File: src/hw/rtl/kvspt_pkg.sv
// shared types, constants and codes of the slot position table
package kvspt_pkg;

	localparam int unsigned MaxSlotsDef = 1024;
	localparam int unsigned NsW         = 11;
	localparam int unsigned SuW         = 14;
	localparam int unsigned AddrW       = 48;
	localparam int unsigned PosW        = 32;
	localparam int unsigned SlotInW     = 10;
	localparam int unsigned CntW        = 32;
	localparam int unsigned CfgIdxW     = 2;
	localparam int unsigned AlignW      = 7;

	localparam logic [PosW-1:0] EmptyPos    = {PosW{1'b1}};
	localparam logic [NsW-1:0]  NumSlotsRst = 11'd1024;
	localparam logic [SuW-1:0]  SlotUnitsRst = 14'd2;

	typedef enum logic [1:0] {
		CMD_APPEND  = 2'd0,
		CMD_SCATTER = 2'd1,
		CMD_LOOKUP  = 2'd2,
		CMD_QUERY   = 2'd3
	} cmd_t;

	typedef enum logic [1:0] {
		ST_OK    = 2'd0,
		ST_MISS  = 2'd1,
		ST_RANGE = 2'd2
	} status_t;

	typedef enum logic [CfgIdxW-1:0] {
		CFG_NUM_SLOTS  = 2'd0,
		CFG_SLOT_UNITS = 2'd1,
		CFG_BASE_ADDR  = 2'd2
	} cfg_idx_t;

	typedef struct packed {
		cmd_t            cmd;
		logic [PosW-1:0] position;
		logic [NsW-1:0]  slot;
		logic            bad;
	} work_t;

endpackage

File: src/hw/rtl/kvspt_queue.sv
// two-entry work queue between front and back
module kvspt_queue (
	input  logic              clk,
	input  logic              arst_n,
	input  logic              push_valid,
	output logic              push_ready,
	input  kvspt_pkg::work_t  push_data,
	output logic              pop_valid,
	input  logic              pop_ready,
	output kvspt_pkg::work_t  pop_data
);
	import kvspt_pkg::*;

	localparam int unsigned Depth = 2;
	localparam int unsigned PtrW  = $clog2(Depth);
	localparam int unsigned FillW = $clog2(Depth + 1);

	work_t            ent_q [Depth];
	logic [PtrW-1:0]  wr_ptr_q;
	logic [PtrW-1:0]  rd_ptr_q;
	logic [FillW-1:0] fill_q;
	logic             push;
	logic             pop;

	assign push_ready = fill_q < FillW'(Depth);
	assign pop_valid  = fill_q != '0;
	assign pop_data   = ent_q[rd_ptr_q];
	assign push       = push_valid && push_ready;
	assign pop        = pop_valid && pop_ready;

	always_ff @(posedge clk or negedge arst_n) begin
		if (!arst_n) begin
			wr_ptr_q <= '0;
			rd_ptr_q <= '0;
			fill_q   <= '0;
		end else begin
			if (push) begin
				wr_ptr_q <= (wr_ptr_q == PtrW'(Depth - 1)) ? '0 : wr_ptr_q + 1'b1;
			end
			if (pop) begin
				rd_ptr_q <= (rd_ptr_q == PtrW'(Depth - 1)) ? '0 : rd_ptr_q + 1'b1;
			end
			case ({push, pop})
				2'b10: fill_q <= fill_q + 1'b1;
				2'b01: fill_q <= fill_q - 1'b1;
				default: fill_q <= fill_q;
			endcase
		end
	end

	always_ff @(posedge clk) begin
		if (push) begin
			ent_q[wr_ptr_q] <= push_data;
		end
	end

endmodule

File: config.mk
export PLATFORM = sky130hd
export DESIGN_NAME = kvspt_queue
export DESIGN_NICKNAME = d
export VERILOG_FILES = /design/src/hw/rtl/kvspt_pkg.sv /design/src/hw/rtl/kvspt_queue.sv
export SDC_FILE = /design/constraint.sdc
export NUM_CORES = 1
export LEC_CHECK = 0
export BUFFER_PORTS_ARGS = -buffer_cell sky130_fd_sc_hd__buf_2
export CAP_MARGIN = 20
export CELL_PAD_IN_SITES_DETAIL_PLACEMENT = 0
export CELL_PAD_IN_SITES_GLOBAL_PLACEMENT = 1
export CORE_MARGIN = 3
export CORE_UTILIZATION = 40
export CTS_BUF_LIST = sky130_fd_sc_hd__clkbuf_4
export DETAILED_ROUTE_END_ITERATION = 10
export MAX_ROUTING_LAYER = met4
export PLACE_DENSITY = 0.83
export SLEW_MARGIN = 20
export SYNTH_ARGS = -nofsm -noshare
export SYNTH_HDL_FRONTEND = slang
export SYNTH_SLANG_ARGS = --single-unit
File: constraint.sdc
create_clock -name clk -period 8.2 [get_ports clk]
set_input_delay 0 -clock clk [delete_from_list [all_inputs] [get_ports clk]]
set_output_delay 0 -clock clk [all_outputs]
set_load 0.02 [all_outputs]
==> summary.txt <==
Status
  • Status: complete, no violations

Cells and area
  • Core Util, Final: a little under three fifths
  • Area growth, synth to finish: 34.6%
  • ANT cells: 0
  • Fraction of layout instances using a drive strength above 1: 51.2%
  • FILL cells: between 700 and 800
  • Net count, final: 366
  • Most frequent cells in the layout: buf_2 (97), edfxtp_1 (92), dlygate4sd3_1 (50), mux2_4 (30), mux2_2 (16)
  • Commonest non-fill, non-tap cell in the layout: buf_2

Drt
  • DRC violation count after routing: 0
  • WL per Instance: 14.5 µm
  • TritonRoute pass-1 iters: 4
  • Initial DRC Count: 63
  • Vias: ~1,900
  • Final wirelength: 6.22 mm
  • Via density: about 4.5
  • Antenna viol nets, final: 0

Power
  • Power density over the cells: 306 nW/µm²
  • Maximum VDD drop: 161 µV
  • Pleak: roughly 0.0019 µW

Worst setup path
  • Critical Path Sink Type: output port
  • CP Data Required Time: 8.20 ns
  • CP arrival: 2.01 ns
  • CP max FO: between 40 and 50
  • Type of origin of the critical path: flip-flop
  • R2R setup slack: 6.20 ns
  • Critical path class: flip-flop to output port

Floorplan
  • Chip width: 101 µm
  • Die Ht: 101 µm
  • I/O Pins: 98
  • Die area: 10,300 µm²
  • Core Rows: 34
  • Core ar.: between 8000 and 9000 µm²
  • Initial core utilization: 41.5%

Logic synthesis
  • Yosys top cell by area: edfxtp_1
  • Post-synth EDFFs: 92
  • Synthesized cell area: 3640 µm²
  • Syn_nets: 211
  • Synth top area share: 76.0%
  • Synth Instances: 160
  • Post-synth top flop: edfxtp_1
  • Yosys reg bits: 96
  • Yosys warns: 0
  • Post-synth ARST share: 4.17%
  • Seq/Total Area, Yosys: roughly four fifths
  • Yosys cell types: 15
  • Mean Syn Cell Area: 22.7 µm²
  • Largest cells by area after synthesis: edfxtp_1 (76%), mux2_4 (12%), mux2_2 (5.0%), dfrtp_1 (2.8%), buf_6 (1.2%)

Global route
  • Initial antenna violation count: 0
  • First-pass GRT wire length: 9.75 mm
  • Largest net degree at the start of global routing: 48
  • GRT overflow: 0
  • Vias in the first global route: 2,076
  • GRT Overall Usage: 13.0%

Timing
  • Fin. max-slew vios: 0
  • RSZ-0062 raised after global routing: false
  • Skew final: 0.00804 ns
  • Final Hold Fails: 0
  • F_max: around 500 MHz
  • Final period utilization: 24.5%
  • Worst rel slew slack: 47.6%
  • Tmin final: ~2 ns
  • Worst-margin pin slew: 0.786 ns
  • Final setup vio count: 0
  • Total negative slack: 0 ns
  • Final worst setup slack: between 6 and 7 ns
  • Fin Hold WS: 0.311 ns

CTS
  • Clock sinks: 96
  • CTS H-tree depth: 3
  • Total CTS buffers: 9
  • Worst skew pair latency: 0.40 ns
  • Root buffer cell: clkbuf_4
  • Clk pin slew, worst setup/hold paths: 0.13 ns
  • Maximum root-to-sink buffer count: 2
  • TritonCTS clock tree: done
  • Post_cts resized: 0

Worst hold path
  • Hold Crit Class: primary input to flip-flop

Place
  • Final HPWL DP: 3.81 mm
  • Gpl congestion: 0.651
  • Buffers on Ports: 97
  • Dpl ws: 6.19 ns

Job
  • Total of max-cap violations: 0
## path summary, 6_finish.rpt
path | start | cells past startpoint | endpoint
max | rd_ptr_q | 3 | pop_data[19]
min | push_data[36] | 2 | ent_q[0][36]
max reg2reg | fill_q[1] | 4 | ent_q[0][38]
min reg2reg | fill_q[0] | 1 | fill_q[0]
max in group asynchronous | arst_n | 3 | rd_ptr_q
min in group asynchronous | arst_n | 3 | fill_q[1]
## logic make-up (layout without fill, tap and decap cells)
group         Yosys count  after routing  synth area share (%)
simple gates            6              6                 0.895
buf+inv                 6            166                  1.48
fa+ha+maj               1              1                 0.344
flops                  96             96                  78.7
mux                    46             46                  17.3
xor+xnor                5              5                  1.20
## through the flow
step	cells	area, µm²	power, µW
finish	428	4890	1500
global placement	362	4230	1220
floorplan	160	3640	1100
detailed placement	362	4230	1240
CTS	428	4890	1520
global route	428	4890	1580
## per-layer routing
layer  vias to the layer above  global-route usage [%]  part of all wire [%]
met2                        57                    22.4                    54
met5                         -                       -                     0
met1                       945                    14.7                    40
li1                        931                       -                     -
met3                         6                    2.82                   5.1
met4                         0                    5.21                  0.95
## power by group
group	switching, µW	internal, µW
Combinational	310	253
Clock	142	126
Sequential	24.9	643
Total	477	1020
## worst max-delay path, stage by stage, from the launching register on
cell and delay (ns):
dfrtp_2 0.37, buf_4 0.58, mux2_2 0.42, buf_2 0.16
## what timing repair did
action / CTS / global route
hold buffers: 50 / 0
buffers inserted: 0 / 0
hold endpoints to repair: 98 / 0
## registers in the layout, indices dropped and copies added (netlist names)
| signal | cells |
|---|---|
| ent_q | 92 |
| fill_q | 2 |
| rd_ptr_q | 1 |
| wr_ptr_q | 1 |
## synthesized netlist by cell type, types with 2 or more instances
cell / number
xnor2_1: 4
mux2_2: 16
edfxtp_1: 92
nor2_1: 2
dfrtp_1: 4
mux2_4: 30
buf_6: 4
## final cells by class
| cell class | instances | area [µm²] | share of cell area (%) |
|---|---|---|---|
| timing repair buffer | 149 | 1000 | 20.4 |
| clock buffer | 10 | 75.1 | 1.53 |
| inverter | 1 | 3.75 | 0.0767 |
| clock inverter | 6 | 83.8 | 1.71 |
| multi-input combinational | 58 | 732 | 15.0 |
| sequential | 96 | 2860 | 58.5 |
| tap | 108 | 135 | 2.76 |
No activity file was read; power rests on OpenSTA's default activity.
