### config.mk
export PLATFORM = sky130hd
export DESIGN_NAME = kvspt_front_flat
export DESIGN_NICKNAME = d
export VERILOG_FILES = /design/src/hw/rtl/kvspt_pkg.sv /design/src/hw/rtl/kvspt_if.sv /design/src/hw/rtl/kvspt_mod.sv /design/src/hw/rtl/kvspt_front.sv /design/src/flat_wrapper.sv
export SDC_FILE = /design/constraint.sdc
export NUM_CORES = 1
export LEC_CHECK = 0
export BUFFER_PORTS_ARGS = -buffer_cell sky130_fd_sc_hd__buf_4
export CAP_MARGIN = 40
export CORE_MARGIN = 2
export CORE_UTILIZATION = 54
export DETAILED_ROUTE_END_ITERATION = 10
export HOLD_SLACK_MARGIN = 0.12
export PLACE_DENSITY = 0.87
export SLEW_MARGIN = 20
export SYNTH_ARGS = -nofsm -noshare
export SYNTH_HDL_FRONTEND = slang
export SYNTH_SLANG_ARGS = --single-unit
### constraint.sdc
create_clock -name clk -period 19.17 [get_ports clk]
set_input_delay 0.9585 -clock clk [delete_from_list [all_inputs] [get_ports clk]]
set_output_delay 0.9585 -clock clk [all_outputs]
set_load 0.02 [all_outputs]
### src/hw/rtl/kvspt_pkg.sv
// shared types, constants and codes of the slot position table
package kvspt_pkg;

	localparam int unsigned MaxSlotsDef = 1024;
	localparam int unsigned NsW         = 11;
	localparam int unsigned SuW         = 14;
	localparam int unsigned AddrW       = 48;
	localparam int unsigned PosW        = 32;
	localparam int unsigned SlotInW     = 10;
	localparam int unsigned CntW        = 32;
	localparam int unsigned CfgIdxW     = 2;
	localparam int unsigned AlignW      = 7;

	localparam logic [PosW-1:0] EmptyPos    = {PosW{1'b1}};
	localparam logic [NsW-1:0]  NumSlotsRst = 11'd1024;
	localparam logic [SuW-1:0]  SlotUnitsRst = 14'd2;

	typedef enum logic [1:0] {
		CMD_APPEND  = 2'd0,
		CMD_SCATTER = 2'd1,
		CMD_LOOKUP  = 2'd2,
		CMD_QUERY   = 2'd3
	} cmd_t;

	typedef enum logic [1:0] {
		ST_OK    = 2'd0,
		ST_MISS  = 2'd1,
		ST_RANGE = 2'd2
	} status_t;

	typedef enum logic [CfgIdxW-1:0] {
		CFG_NUM_SLOTS  = 2'd0,
		CFG_SLOT_UNITS = 2'd1,
		CFG_BASE_ADDR  = 2'd2
	} cfg_idx_t;

	typedef struct packed {
		cmd_t            cmd;
		logic [PosW-1:0] position;
		logic [NsW-1:0]  slot;
		logic            bad;
	} work_t;

endpackage

### src/hw/rtl/kvspt_if.sv
// request and response channel interfaces
interface kvspt_req_if;
	import kvspt_pkg::*;

	logic               valid;
	logic               ready;
	cmd_t               cmd;
	logic [PosW-1:0]    position;
	logic [SlotInW-1:0] slot_index;

	modport source (output valid, output cmd, output position, output slot_index, input ready);
	modport sink (input valid, input cmd, input position, input slot_index, output ready);
endinterface


### src/hw/rtl/kvspt_mod.sv
// multi-cycle remainder unit, eight dividend bits per cycle
module kvspt_mod (
	input  logic                     clk,
	input  logic                     arst_n,
	input  logic                     start,
	input  logic [kvspt_pkg::PosW-1:0] dividend,
	input  logic [kvspt_pkg::NsW-1:0]  divisor,
	output logic                     done,
	output logic [kvspt_pkg::NsW-1:0]  rem
);
	import kvspt_pkg::*;

	localparam int unsigned DigW  = 8;
	localparam int unsigned Steps = PosW / DigW;
	localparam int unsigned StW   = $clog2(Steps);

	logic [PosW-1:0] num_q;
	logic [NsW-1:0]  den_q;
	logic [NsW-1:0]  rem_q;
	logic [StW-1:0]  cnt_q;
	logic            busy_q;
	logic            done_q;
	logic [NsW:0]    trial;
	logic [NsW-1:0]  part;
	logic [NsW-1:0]  rem_nxt;

	always_comb begin
		part = rem_q;
		trial = '0;
		for (int k = 0; k < DigW; k++) begin
			trial = {part, num_q[PosW-1-k]};
			if (trial >= {1'b0, den_q}) begin
				trial = trial - {1'b0, den_q};
			end
			part = trial[NsW-1:0];
		end
		rem_nxt = part;
	end

	always_ff @(posedge clk or negedge arst_n) begin
		if (!arst_n) begin
			busy_q <= 1'b0;
			done_q <= 1'b0;
			cnt_q  <= '0;
		end else begin
			done_q <= 1'b0;
			if (start) begin
				busy_q <= 1'b1;
				cnt_q  <= '0;
			end else if (busy_q) begin
				cnt_q <= cnt_q + 1'b1;
				if (cnt_q == StW'(Steps - 1)) begin
					busy_q <= 1'b0;
					done_q <= 1'b1;
				end
			end
		end
	end

	always_ff @(posedge clk) begin
		if (start) begin
			num_q <= dividend;
			den_q <= divisor;
			rem_q <= '0;
		end else if (busy_q) begin
			num_q <= num_q << DigW;
			rem_q <= rem_nxt;
		end
	end

	assign done = done_q;
	assign rem  = rem_q;

endmodule

### src/hw/rtl/kvspt_front.sv
// front end: accepts commands, maps positions to slots, range checks
module kvspt_front #(
	parameter int unsigned MAX_SLOTS = kvspt_pkg::MaxSlotsDef
) (
	input  logic                      clk,
	input  logic                      arst_n,
	kvspt_req_if.sink                 req,
	input  logic [kvspt_pkg::NsW-1:0] num_slots,
	input  logic                      clr_done,
	output logic                      push_valid,
	input  logic                      push_ready,
	output kvspt_pkg::work_t          push_data
);
	import kvspt_pkg::*;

	localparam logic [NsW-1:0] NCap = (MAX_SLOTS >= (1 << NsW)) ? {NsW{1'b1}} : NsW'(MAX_SLOTS);

	typedef enum logic [2:0] {
		F_IDLE = 3'b001,
		F_DIV  = 3'b010,
		F_PUSH = 3'b100
	} fstate_t;

	fstate_t         state_q;
	cmd_t            cmd_q;
	logic [PosW-1:0] pos_q;
	logic [NsW-1:0]  slot_q;
	logic            bad_q;
	logic [NsW-1:0]  n_eff;
	logic            accept;
	logic            mod_start;
	logic            mod_done;
	logic [NsW-1:0]  mod_rem;

	always_comb begin
		if (num_slots == '0) begin
			n_eff = NsW'(1);
		end else if (num_slots > NCap) begin
			n_eff = NCap;
		end else begin
			n_eff = num_slots;
		end
	end

	assign req.ready = (state_q == F_IDLE) && clr_done;
	assign accept    = req.valid && req.ready;
	assign mod_start = accept && (req.cmd inside {CMD_APPEND, CMD_LOOKUP});

	kvspt_mod u_mod (
		.clk      (clk),
		.arst_n   (arst_n),
		.start    (mod_start),
		.dividend (req.position),
		.divisor  (n_eff),
		.done     (mod_done),
		.rem      (mod_rem)
	);

	always_ff @(posedge clk or negedge arst_n) begin
		if (!arst_n) begin
			state_q <= F_IDLE;
		end else begin
			case (state_q)
				F_IDLE: begin
					if (accept) begin
						state_q <= mod_start ? F_DIV : F_PUSH;
					end
				end
				F_DIV: begin
					if (mod_done) begin
						state_q <= F_PUSH;
					end
				end
				F_PUSH: begin
					if (push_ready) begin
						state_q <= F_IDLE;
					end
				end
				default: state_q <= F_IDLE;
			endcase
		end
	end

	always_ff @(posedge clk) begin
		if (accept) begin
			cmd_q  <= req.cmd;
			pos_q  <= req.position;
			slot_q <= NsW'(req.slot_index);
			bad_q  <= !mod_start && (NsW'(req.slot_index) >= n_eff);
		end else if (state_q == F_DIV && mod_done) begin
			slot_q <= mod_rem;
		end
	end

	assign push_valid = state_q == F_PUSH;
	assign push_data  = '{cmd: cmd_q, position: pos_q, slot: slot_q, bad: bad_q};

endmodule

### src/flat_wrapper.sv
// flat-port wrapper written by rule: the top's interface ports become plain ports
module kvspt_front_flat import kvspt_pkg::*;
#(
	parameter int unsigned MAX_SLOTS = kvspt_pkg::MaxSlotsDef
)
  (clk, arst_n, num_slots, clr_done, push_valid, push_ready, push_data, req_valid, req_cmd, req_position, req_slot_index, req_ready);
  kvspt_req_if req_i ();
  input  logic clk;
  input  logic arst_n;
  input  logic [kvspt_pkg::NsW-1:0] num_slots;
  input  logic clr_done;
  output logic push_valid;
  input  logic push_ready;
  output kvspt_pkg::work_t push_data;
  input wire logic [$bits(req_i.valid)-1:0] req_valid;
  input wire logic [$bits(req_i.cmd)-1:0] req_cmd;
  input wire logic [$bits(req_i.position)-1:0] req_position;
  input wire logic [$bits(req_i.slot_index)-1:0] req_slot_index;
  output wire logic [$bits(req_i.ready)-1:0] req_ready;
  assign req_i.valid = req_valid;
  assign req_i.cmd = req_cmd;
  assign req_i.position = req_position;
  assign req_i.slot_index = req_slot_index;
  assign req_ready = req_i.ready;
  kvspt_front #(.MAX_SLOTS(MAX_SLOTS)) u_core (.clk(clk), .arst_n(arst_n), .req(req_i), .num_slots(num_slots), .clr_done(clr_done), .push_valid(push_valid), .push_ready(push_ready), .push_data(push_data));
endmodule
==> metrics.yaml, run 1 <==
place:
  placed_area_um2: 10500
  place_hpwl_mm: 19.1
  place_ws_ns: -0.313
  gp_congestion: 1.06
  placed_cells_incl_taps: 1367
  place.port_buffers: 107
logic_synthesis:
  synth_top_area_cell: "edfxtp_1"
  yosysUniqueCellTypes: 78
  synth_seq_cells: 107
  syn_area_um2: 9310
  netlist_instances: 1027
  synth.area.top_cells: "edfxtp_1 28%, ha_1 13%, nand2_1 6.0%"
  ys.flop_type: "edfxtp_1"
  netlist_top_cells_count: "148 x nand2_1, 99 x ha_1, 88 x edfxtp_1"
  ys_warn_count: 0
  synth_area_per_cell_um2: 9.06
  synth_nets: 1194
  synth_edf_count: 88
  synth.most_common_cell: "nand2_1"
  yosysTopAreaCellShare_pct: 28.4
  ys_seq_area_share_pct: 32.9
  ys_async_sr_fraction_pct: 6.54
global_routing:
  grt_max_degree: 51
  antenna_found_initial: 0
  grt_pass1_wl_mm: 41.4
  grt_overflow: 0
  first_global_vias: 8232
  grt_usage_pct: 28.7
clocking:
  cts_tree: "done"
  htreeDepth: 3
  cts.path.max_buffers: 2
  cts_buffers: 9
  cts.sinks: 107
  hold_buffers: 0
  clk_latency_ns: 0.36
  path_clk_slew_ns: 0.08
  cts_root_buf: "clkbuf_16"
sta:
  slew_headroom_pct: 46.8
  period_share_pct: 96.0
  layout_setup_ws_ns: 0.760
  slew_viol_final: 0
  finalWorstPathRequiredPeriod_ns: 18.41
  tightest_slew_ns: 0.792
  hold_violations: 0
  setup_violations: 0
  skew_ns: 0.00989
  fmax_mhz: 54.3
route:
  wire_per_inst_um: 19.5
  drc: 0
  drt_iter0_drc: 914
  routed-via-count: 8754
  antenna_left: 0
  wl_mm: 27.1
  drtPass1Iterations: 7
  via_per_inst: 6.28
worst_setup_path:
  start_kind: "flip-flop"
  arrival_ns: 18.66
  cp_data_required_time_ns: 19.42
  rrSetupSlack_ns: 0.76
  cpPeakStageDelay_ns: 0.47
  cp_max_fo: 10
  worstSetupPathType: "reg2reg"
  end_kind: "flip-flop"
  slowest_stage: "or3b_2"
  cp_common_cell: "ha_1"
cells_and_area:
  finish.net_count: 1330
  utilization_pct: 65.2
  drive_gt1_share_pct: 22.9
  antenna_cells: 0
  syn2layout_area_growth_pct: 19.5
  stdcell_area_um2: 11100
  fillers: 1316
  stdcell_count: 1393
min_path:
  hold_path.class: "in2async"
die:
  num_rows: 48
  start_util_pct: 54.6
  die_area_um2: 18300
  fp.dieW_um: 135
  fp.coreArea_um2: 17100
  io_pins: 108
  die_y_um: 135
run_status:
  outcome: "finished, final reports clean"
run:
  cap_violations: 0
## layout by cell type, fill, tap and decap left out, types with 7 or more instances in the layout
cell type    n
a21boi_0     9
a21o_1      18
a21oi_1     49
a31oi_1     14
and2_1      10
and3_1       9
buf_4      147
clkbuf_16    9
dfxtp_1     12
edfxtp_1    88
ha_1        98
inv_1       76
mux2_2      41
nand2_1    147
nand2b_1    19
nand3_1     17
nand4_1     19
nor2_1      57
nor2b_1     11
nor3_1      18
o21a_1      11
o21ai_0     59
or3_1        7
xnor2_1     26
xor2_1      24
## critical path: cells and delay by family (launching register included)
family	cells	cell delay (ns)
compound gates	46	9.07
simple gates	14	3.34
fa+ha+maj	9	2.88
mux	7	2.24
buf+inv	3	0.40
flops	1	0.37
## worst paths after layout
kind / from / end / cells past startpoint
hold reg to reg: u_core.u_mod.done / u_core.state_q[1] / 1
setup / recovery: u_core.u_mod.num_q[31] / u_core.u_mod.rem[1] / 79
hold / removal: arst_n / u_core.u_mod.done / 1
setup reg to reg: u_core.u_mod.num_q[31] / u_core.u_mod.rem[1] / 79
min in group clk: u_core.u_mod.done / u_core.state_q[1] / 1
max in group asynchronous: arst_n / u_core.state_q[0] / 1
## registers in the layout, indices dropped and copies added (netlist names)
signal,count
u_core.bad_q,1
u_core.cmd_q,2
u_core.pos_q,32
u_core.slot_q,11
u_core.state_q,3
u_core.u_mod.busy_q,1
u_core.u_mod.cnt_q,2
u_core.u_mod.den_q,11
u_core.u_mod.done,1
u_core.u_mod.num_q,32
u_core.u_mod.rem,11
## metrics by stage
stage          hold slack (ns)  setup TNS (ns)
2_1_floorplan            0.436               0
3_3_place_gp             0.457               0
3_5_place_dp             0.491           -2.50
4_1_cts                  0.402               0
5_1_grt                  0.400           -1.78
6_report                 0.399               0
## what timing repair did
| item | 4_1_cts | 5_1_grt |
|---|---|---|
| endpoints found under the setup margin | 11 | 11 |
| buffers inserted | 0 | 9 |
| gates cloned | 0 | 1 |
| resized for setup | 9 | 46 |
| pin swaps | 0 | 17 |
## routing by layer
layer	vias to the layer above	wire length, µm	global-route usage (%)
met2	469	13100	49.3
met4	0	1140	10.4
met1	4136	10700	36.9
li1	4051	-	-
met3	98	2250	4.23
met5	-	0	0
## cell type report
class | count | area, µm² | area share (%)
multi-input combinational | 819 | 6060 | 54.5
sequential | 107 | 3060 | 27.5
timing repair buffer | 148 | 1110 | 10.0
inverter | 78 | 293 | 2.63
tap | 225 | 282 | 2.53
clock buffer | 10 | 229 | 2.06
clock inverter | 6 | 81.3 | 0.731
## cells by family (layout without fill, tap and decap cells)
group                      count (synthesis)  after routing  share of synthesized area (%)
and+or+nand+nor                          352            352                           18.3
AOI/OAI and AO/OA                        259            260                           18.6
adders and majority gates                107            107                           15.0
DFF                                      107            107                           32.9
buffers and inverters                    102            242                           4.37
xor gates and xnor gates                  50             50                           4.70
muxes                                     50             50                           6.08
Power of run 1 is left out: the tool's default activity adds up to more than one toggle a clock period on the data nets, which glitch-free logic cannot reach.
==> run 2: changes to the inputs <==
- PLACE_DENSITY: 0.87 -> 0.84
- clock period: 19.17 -> 23.2 ns (I/O delays scaled with it)
==> metrics.yaml, run 2 (synthesis gave the netlist of run 1 again) <==
run_status:
  outcome: "finished, final reports clean"
cells_and_area:
  final_cell_mix: "148 x nand2_1, 113 x buf_4, 99 x ha_1, 88 x edfxtp_1, 76 x inv_1"
  fillers: 1408  # +7.0%
  drive_gt1_share_pct: 17.2  # -5.6 points
  top_regs: "u_core.pos_q: 32 flops, u_core.u_mod.num_q: 32 flops"
  syn2layout_area_growth_pct: 14.4
  final_common_cell: "nand2_1"
  antenna_cells: 0  # unchanged
  finish.net_count: 1294  # -2.7%
clocking:
  hold_buffers: 0  # unchanged
  cts_setup_buffers: 0  # unchanged
  htreeDepth: 3  # unchanged
  clk_latency_ns: 0.35  # about the same
  path_clk_slew_ns: 0.07  # about the same
  cts.sinks: 107  # unchanged
  cts.path.max_buffers: 2  # unchanged
  cts_root_buf: "clkbuf_16"
  cts_tree: "done"
  cts_buffers: 9  # unchanged
  cts-resized-gates: 0  # -9
die:
  num_rows: 48  # unchanged
  fp.coreArea_um2: 17100  # unchanged
  fp.dieW_um: 135  # unchanged
  io_pins: 108  # unchanged
  die_area_um2: 18300  # unchanged
  die_y_um: 135  # unchanged
  start_util_pct: 54.6  # unchanged
sta:
  finalWorstPathRequiredPeriod_ns: 21.65  # +3.24 ns
  tns_ns: 0  # unchanged
  slew_viol_final: 0  # unchanged
  tightest_slew_ns: 0.756  # -0.0359 ns
  rsz0062_at_grt: "false"
  period_share_pct: 93.3  # -2.7 points
  hold_violations: 0  # unchanged
  slew_headroom_pct: 49.3  # +2.4 points
  fmax_mhz: 46.2  # -15%
  setup_violations: 0  # unchanged
  skew_ns: 0.00978  # -0.000109 ns
global_routing:
  first_global_vias: 7583  # -7.9%
  grt_pass1_wl_mm: 38.7  # -6.6%
  antenna_found_initial: 0  # unchanged
  grt_max_degree: 50  # -2.0%
  grt_overflow: 0  # unchanged
  grt_usage_pct: 26.8  # -1.9 points
worst_setup_path:
  cp_num_buf_inv: 2  # -1
  worstSetupPathType: "reg2reg"
  cp_max_fo: 24  # +14
  reg2reg_depth: 82  # +3.8%
  end_kind: "flip-flop"
  arrival_ns: 21.91  # +3.25 ns
  start_kind: "flip-flop"
  slowest_stage: "a22o_1"
  crit_cells: 82  # +3.8%
  cp_top_family: "compound AO/OA/AOI/OAI gates"
  cpPeakStageDelay_ns: 0.65  # +0.18 ns
  cp_data_required_time_ns: 23.46  # +4.04 ns
route:
  drtPass1Iterations: 6  # -1
  wl_mm: 24.9  # -8.3%
  drt_iter0_drc: 690  # -25%
  wire_per_inst_um: 18.3  # -5.8%
  drc: 0  # unchanged
  via_per_inst: 6.14  # -2.2%
  routed-via-count: 8337  # -4.8%
  antenna_left: 0  # unchanged
place:
  place.port_buffers: 107  # unchanged
  place_hpwl_mm: 18.9  # -1.2%
  gp_congestion: 1.03  # -2.7%
min_path:
  whs_path_depth: 1
  hold_path.class: "reg2reg"
run:
  cap_violations: 0  # unchanged
==> run 2: changes by cell type in the layout (fill, tap and decap cells not counted), moves of 4 or more <==
cell      delta
o21ai_0      +5
a211oi_1     +4
a21oi_1      +5
a21oi_2      -4
buf_4       -34
==> run 2: final cells by class <==
class	count	area [µm²]	share of cell area, %
clock buffer	9	225	2.12
clock inverter	7	96.3	0.905
inverter	78	293	2.75
multi-input combinational	818	5840	54.9
sequential	107	3060	28.7
tap	225	282	2.64
timing repair buffer	113	848	7.97
==> run 2: layer usage <==
| layer | vias to the layer above | GRT usage (%) | wire, µm |
|---|---|---|---|
| met5 | - | 0 | 0 |
| met4 | 0 | 8.04 | 681 |
| met3 | 55 | 3.33 | 1840 |
| met2 | 380 | 44.4 | 11900 |
| met1 | 3907 | 36.9 | 10500 |
| li1 | 3995 | - | - |
==> run 2: metrics by stage <==
stage          setup WS [ns]  hold WS (ns)  cells  utilization (%)  instance area [µm²]
6_report                1.55         0.503   1357             62.4                10600
5_1_grt               0.0444         0.535   1357             62.4                10600
4_1_cts                 1.61         0.496   1356             62.4                10600
3_5_place_dp            1.74         0.459   1340             60.5                10300
3_3_place_gp            2.17         0.460   1339             60.4                10300
2_1_floorplan           4.41         0.436   1027                -                 9310
==> run 2: path summary, 6_finish.rpt <==
check                                      start                  end  slack (ns)
max in group asynchronous                 arst_n    u_core.state_q[0]       22.38
max                        u_core.u_mod.den_q[0]  u_core.u_mod.rem[0]        1.55
max reg2reg                u_core.u_mod.den_q[0]  u_core.u_mod.rem[0]        1.55
min                            u_core.u_mod.done    u_core.state_q[1]        0.50
min in group asynchronous                 arst_n    u_core.state_q[2]        0.61
min reg2reg                    u_core.u_mod.done    u_core.state_q[1]        0.50
Power of run 2 is left out for the same reason.
==> run 3: changes to the inputs <==
- REMOVE_ABC_BUFFERS: not set -> 1
==> metrics.yaml, run 3 (synthesis gave the netlist of run 1 again) <==
global_routing:
  grt_overflow: 0  # unchanged
  antenna_found_initial: 0  # unchanged
  grt_usage_pct: 26.6  # -0.24 points
  grt_max_degree: 40  # -20%
  first_global_vias: 7785  # +2.7%
  grt_pass1_wl_mm: 38.5  # -0.45%
sta:
  hold_violations: 0  # unchanged
  period_share_pct: 92.4  # -0.95 points
  rsz0062_at_grt: "false"
  skew_ns: 0.0113  # +0.00148 ns
  slew_viol_final: 0  # unchanged
  tightest_slew_ns: 0.713  # -0.0426 ns
  finalWorstPathRequiredPeriod_ns: 21.43  # -0.221 ns
  timing.hold.ws_ns: 0.473  # -0.0304 ns
  setup_violations: 0  # unchanged
  slew_headroom_pct: 52.1  # +2.8 points
  tns_ns: 0  # unchanged
  fmax_mhz: 46.7  # +1.0%
place:
  place.port_buffers: 107  # unchanged
  place_hpwl_mm: 18.8  # -0.76%
  gp_congestion: 0.980  # -4.8%
  placed_cells_incl_taps: 1340  # unchanged
cells_and_area:
  top_regs: "u_core.pos_q: 32 flops, u_core.u_mod.num_q: 32 flops"
  utilization_pct: 62.7  # +0.26 points
  stdcell_count: 1360  # +0.22%
  final_common_cell: "nand2_1"
  drive_gt1_share_pct: 17.7  # +0.48 points
  final_cell_mix: "148 x nand2_1, 115 x buf_4, 99 x ha_1, 88 x edfxtp_1, 75 x inv_1"
  antenna_cells: 0  # unchanged
  fillers: 1407  # -0.071%
  syn2layout_area_growth_pct: 14.8
  finish.net_count: 1297  # +0.23%
route:
  wl_mm: 24.5  # -1.4%
  drt_iter0_drc: 743  # +7.7%
  antenna_left: 0  # unchanged
  routed-via-count: 8279  # -0.70%
  via_per_inst: 6.09  # -0.91%
  drtPass1Iterations: 5  # -1
  wire_per_inst_um: 18.0  # -1.6%
  drc: 0  # unchanged
clocking:
  htreeDepth: 3  # unchanged
  path_clk_slew_ns: 0.07  # about the same
  cts.path.max_buffers: 2  # unchanged
  cts.sinks: 107  # unchanged
  clk_latency_ns: 0.35  # about the same
  hold_buffers: 0  # unchanged
  cts_tree: "done"
  cts_buffers: 9  # unchanged
  cts_root_buf: "clkbuf_16"
die:
  fp.coreArea_um2: 17100  # unchanged
  io_pins: 108  # unchanged
  start_util_pct: 54.6  # unchanged
  num_rows: 48  # unchanged
  die_area_um2: 18300  # unchanged
  fp.dieW_um: 135  # unchanged
  die_y_um: 135  # unchanged
run_status:
  outcome: "finished, final reports clean"
worst_setup_path:
  worstSetupPathType: "reg2reg"
  cp_max_fo: 24  # unchanged
  cp-startpoint: "u_core.u_mod.den_q[0]"
  r2r-start: "u_core.u_mod.den_q[0]"
  slowest_stage: "or3_1"
  cp_data_required_time_ns: 23.47  # about the same
  end_kind: "flip-flop"
  cp_common_cell: "o21ai_0"
  arrival_ns: 21.70  # -0.21 ns
  start_kind: "flip-flop"
  cpPeakStageDelay_ns: 0.58  # -0.07 ns
min_path:
  min-delay-start: "u_core.u_mod.done"
  hold_path.class: "reg2reg"
run:
  cap_violations: 0  # unchanged
-- run 3: metrics by stage --
step	instance area (µm²)	worst slack, ns
2_1_floorplan	9190	4.30
3_3_place_gp	10300	2.30
3_5_place_dp	10300	1.71
4_1_cts	10600	1.57
5_1_grt	10700	0.0649
6_report	10700	1.77
-- run 3: what timing repair did --
item | CTS | global route
buffers inserted | 0 | 3
gates resized for setup | 0 | 4
setup endpoints to repair | 0 | 11
-- run 3: final timing paths --
check                      slack [ns]                   to  depth (start not counted)
max                              1.77  u_core.u_mod.rem[0]                         82
min                              0.47    u_core.state_q[1]                          1
max reg2reg                      1.77  u_core.u_mod.rem[0]                         82
min reg2reg                      0.47    u_core.state_q[1]                          1
max in group asynchronous       22.38    u_core.state_q[0]                          1
min in group asynchronous        0.61  u_core.u_mod.busy_q                          1
-- run 3: critical path, delay by kind of cell (launching register included) --
kind | cells | cell delay [ns]
flip-flops | 1 | 0.56
AND/OR/NAND/NOR | 13 | 2.67
AO/OA/AOI/OAI | 50 | 11.86
multiplexers | 7 | 2.21
adder cells (fa/ha/maj) | 9 | 3.28
buffers and inverters | 3 | 0.71
-- run 3: final cells by class --
| cell class | instances | area, µm² | area share (%) |
|---|---|---|---|
| clock buffers | 13 | 282 | 2.63 |
| clock inverters | 3 | 26.3 | 0.246 |
| inverters | 78 | 297 | 2.77 |
| multi-input cells | 818 | 5850 | 54.8 |
| flip-flops and latches | 107 | 3060 | 28.6 |
| well taps | 225 | 282 | 2.63 |
| repair buffers | 116 | 891 | 8.33 |
-- run 3: per-layer routing --
layer | global-route usage [%] | up-vias | wire, µm
met4 | 10.7 | 0 | 762
met1 | 35.0 | 3877 | 10500
met2 | 43.5 | 344 | 11400
met5 | 0 | - | 0
li1 | - | 3998 | -
met3 | 4.79 | 60 | 1840
Power of run 3 is left out for the same reason.
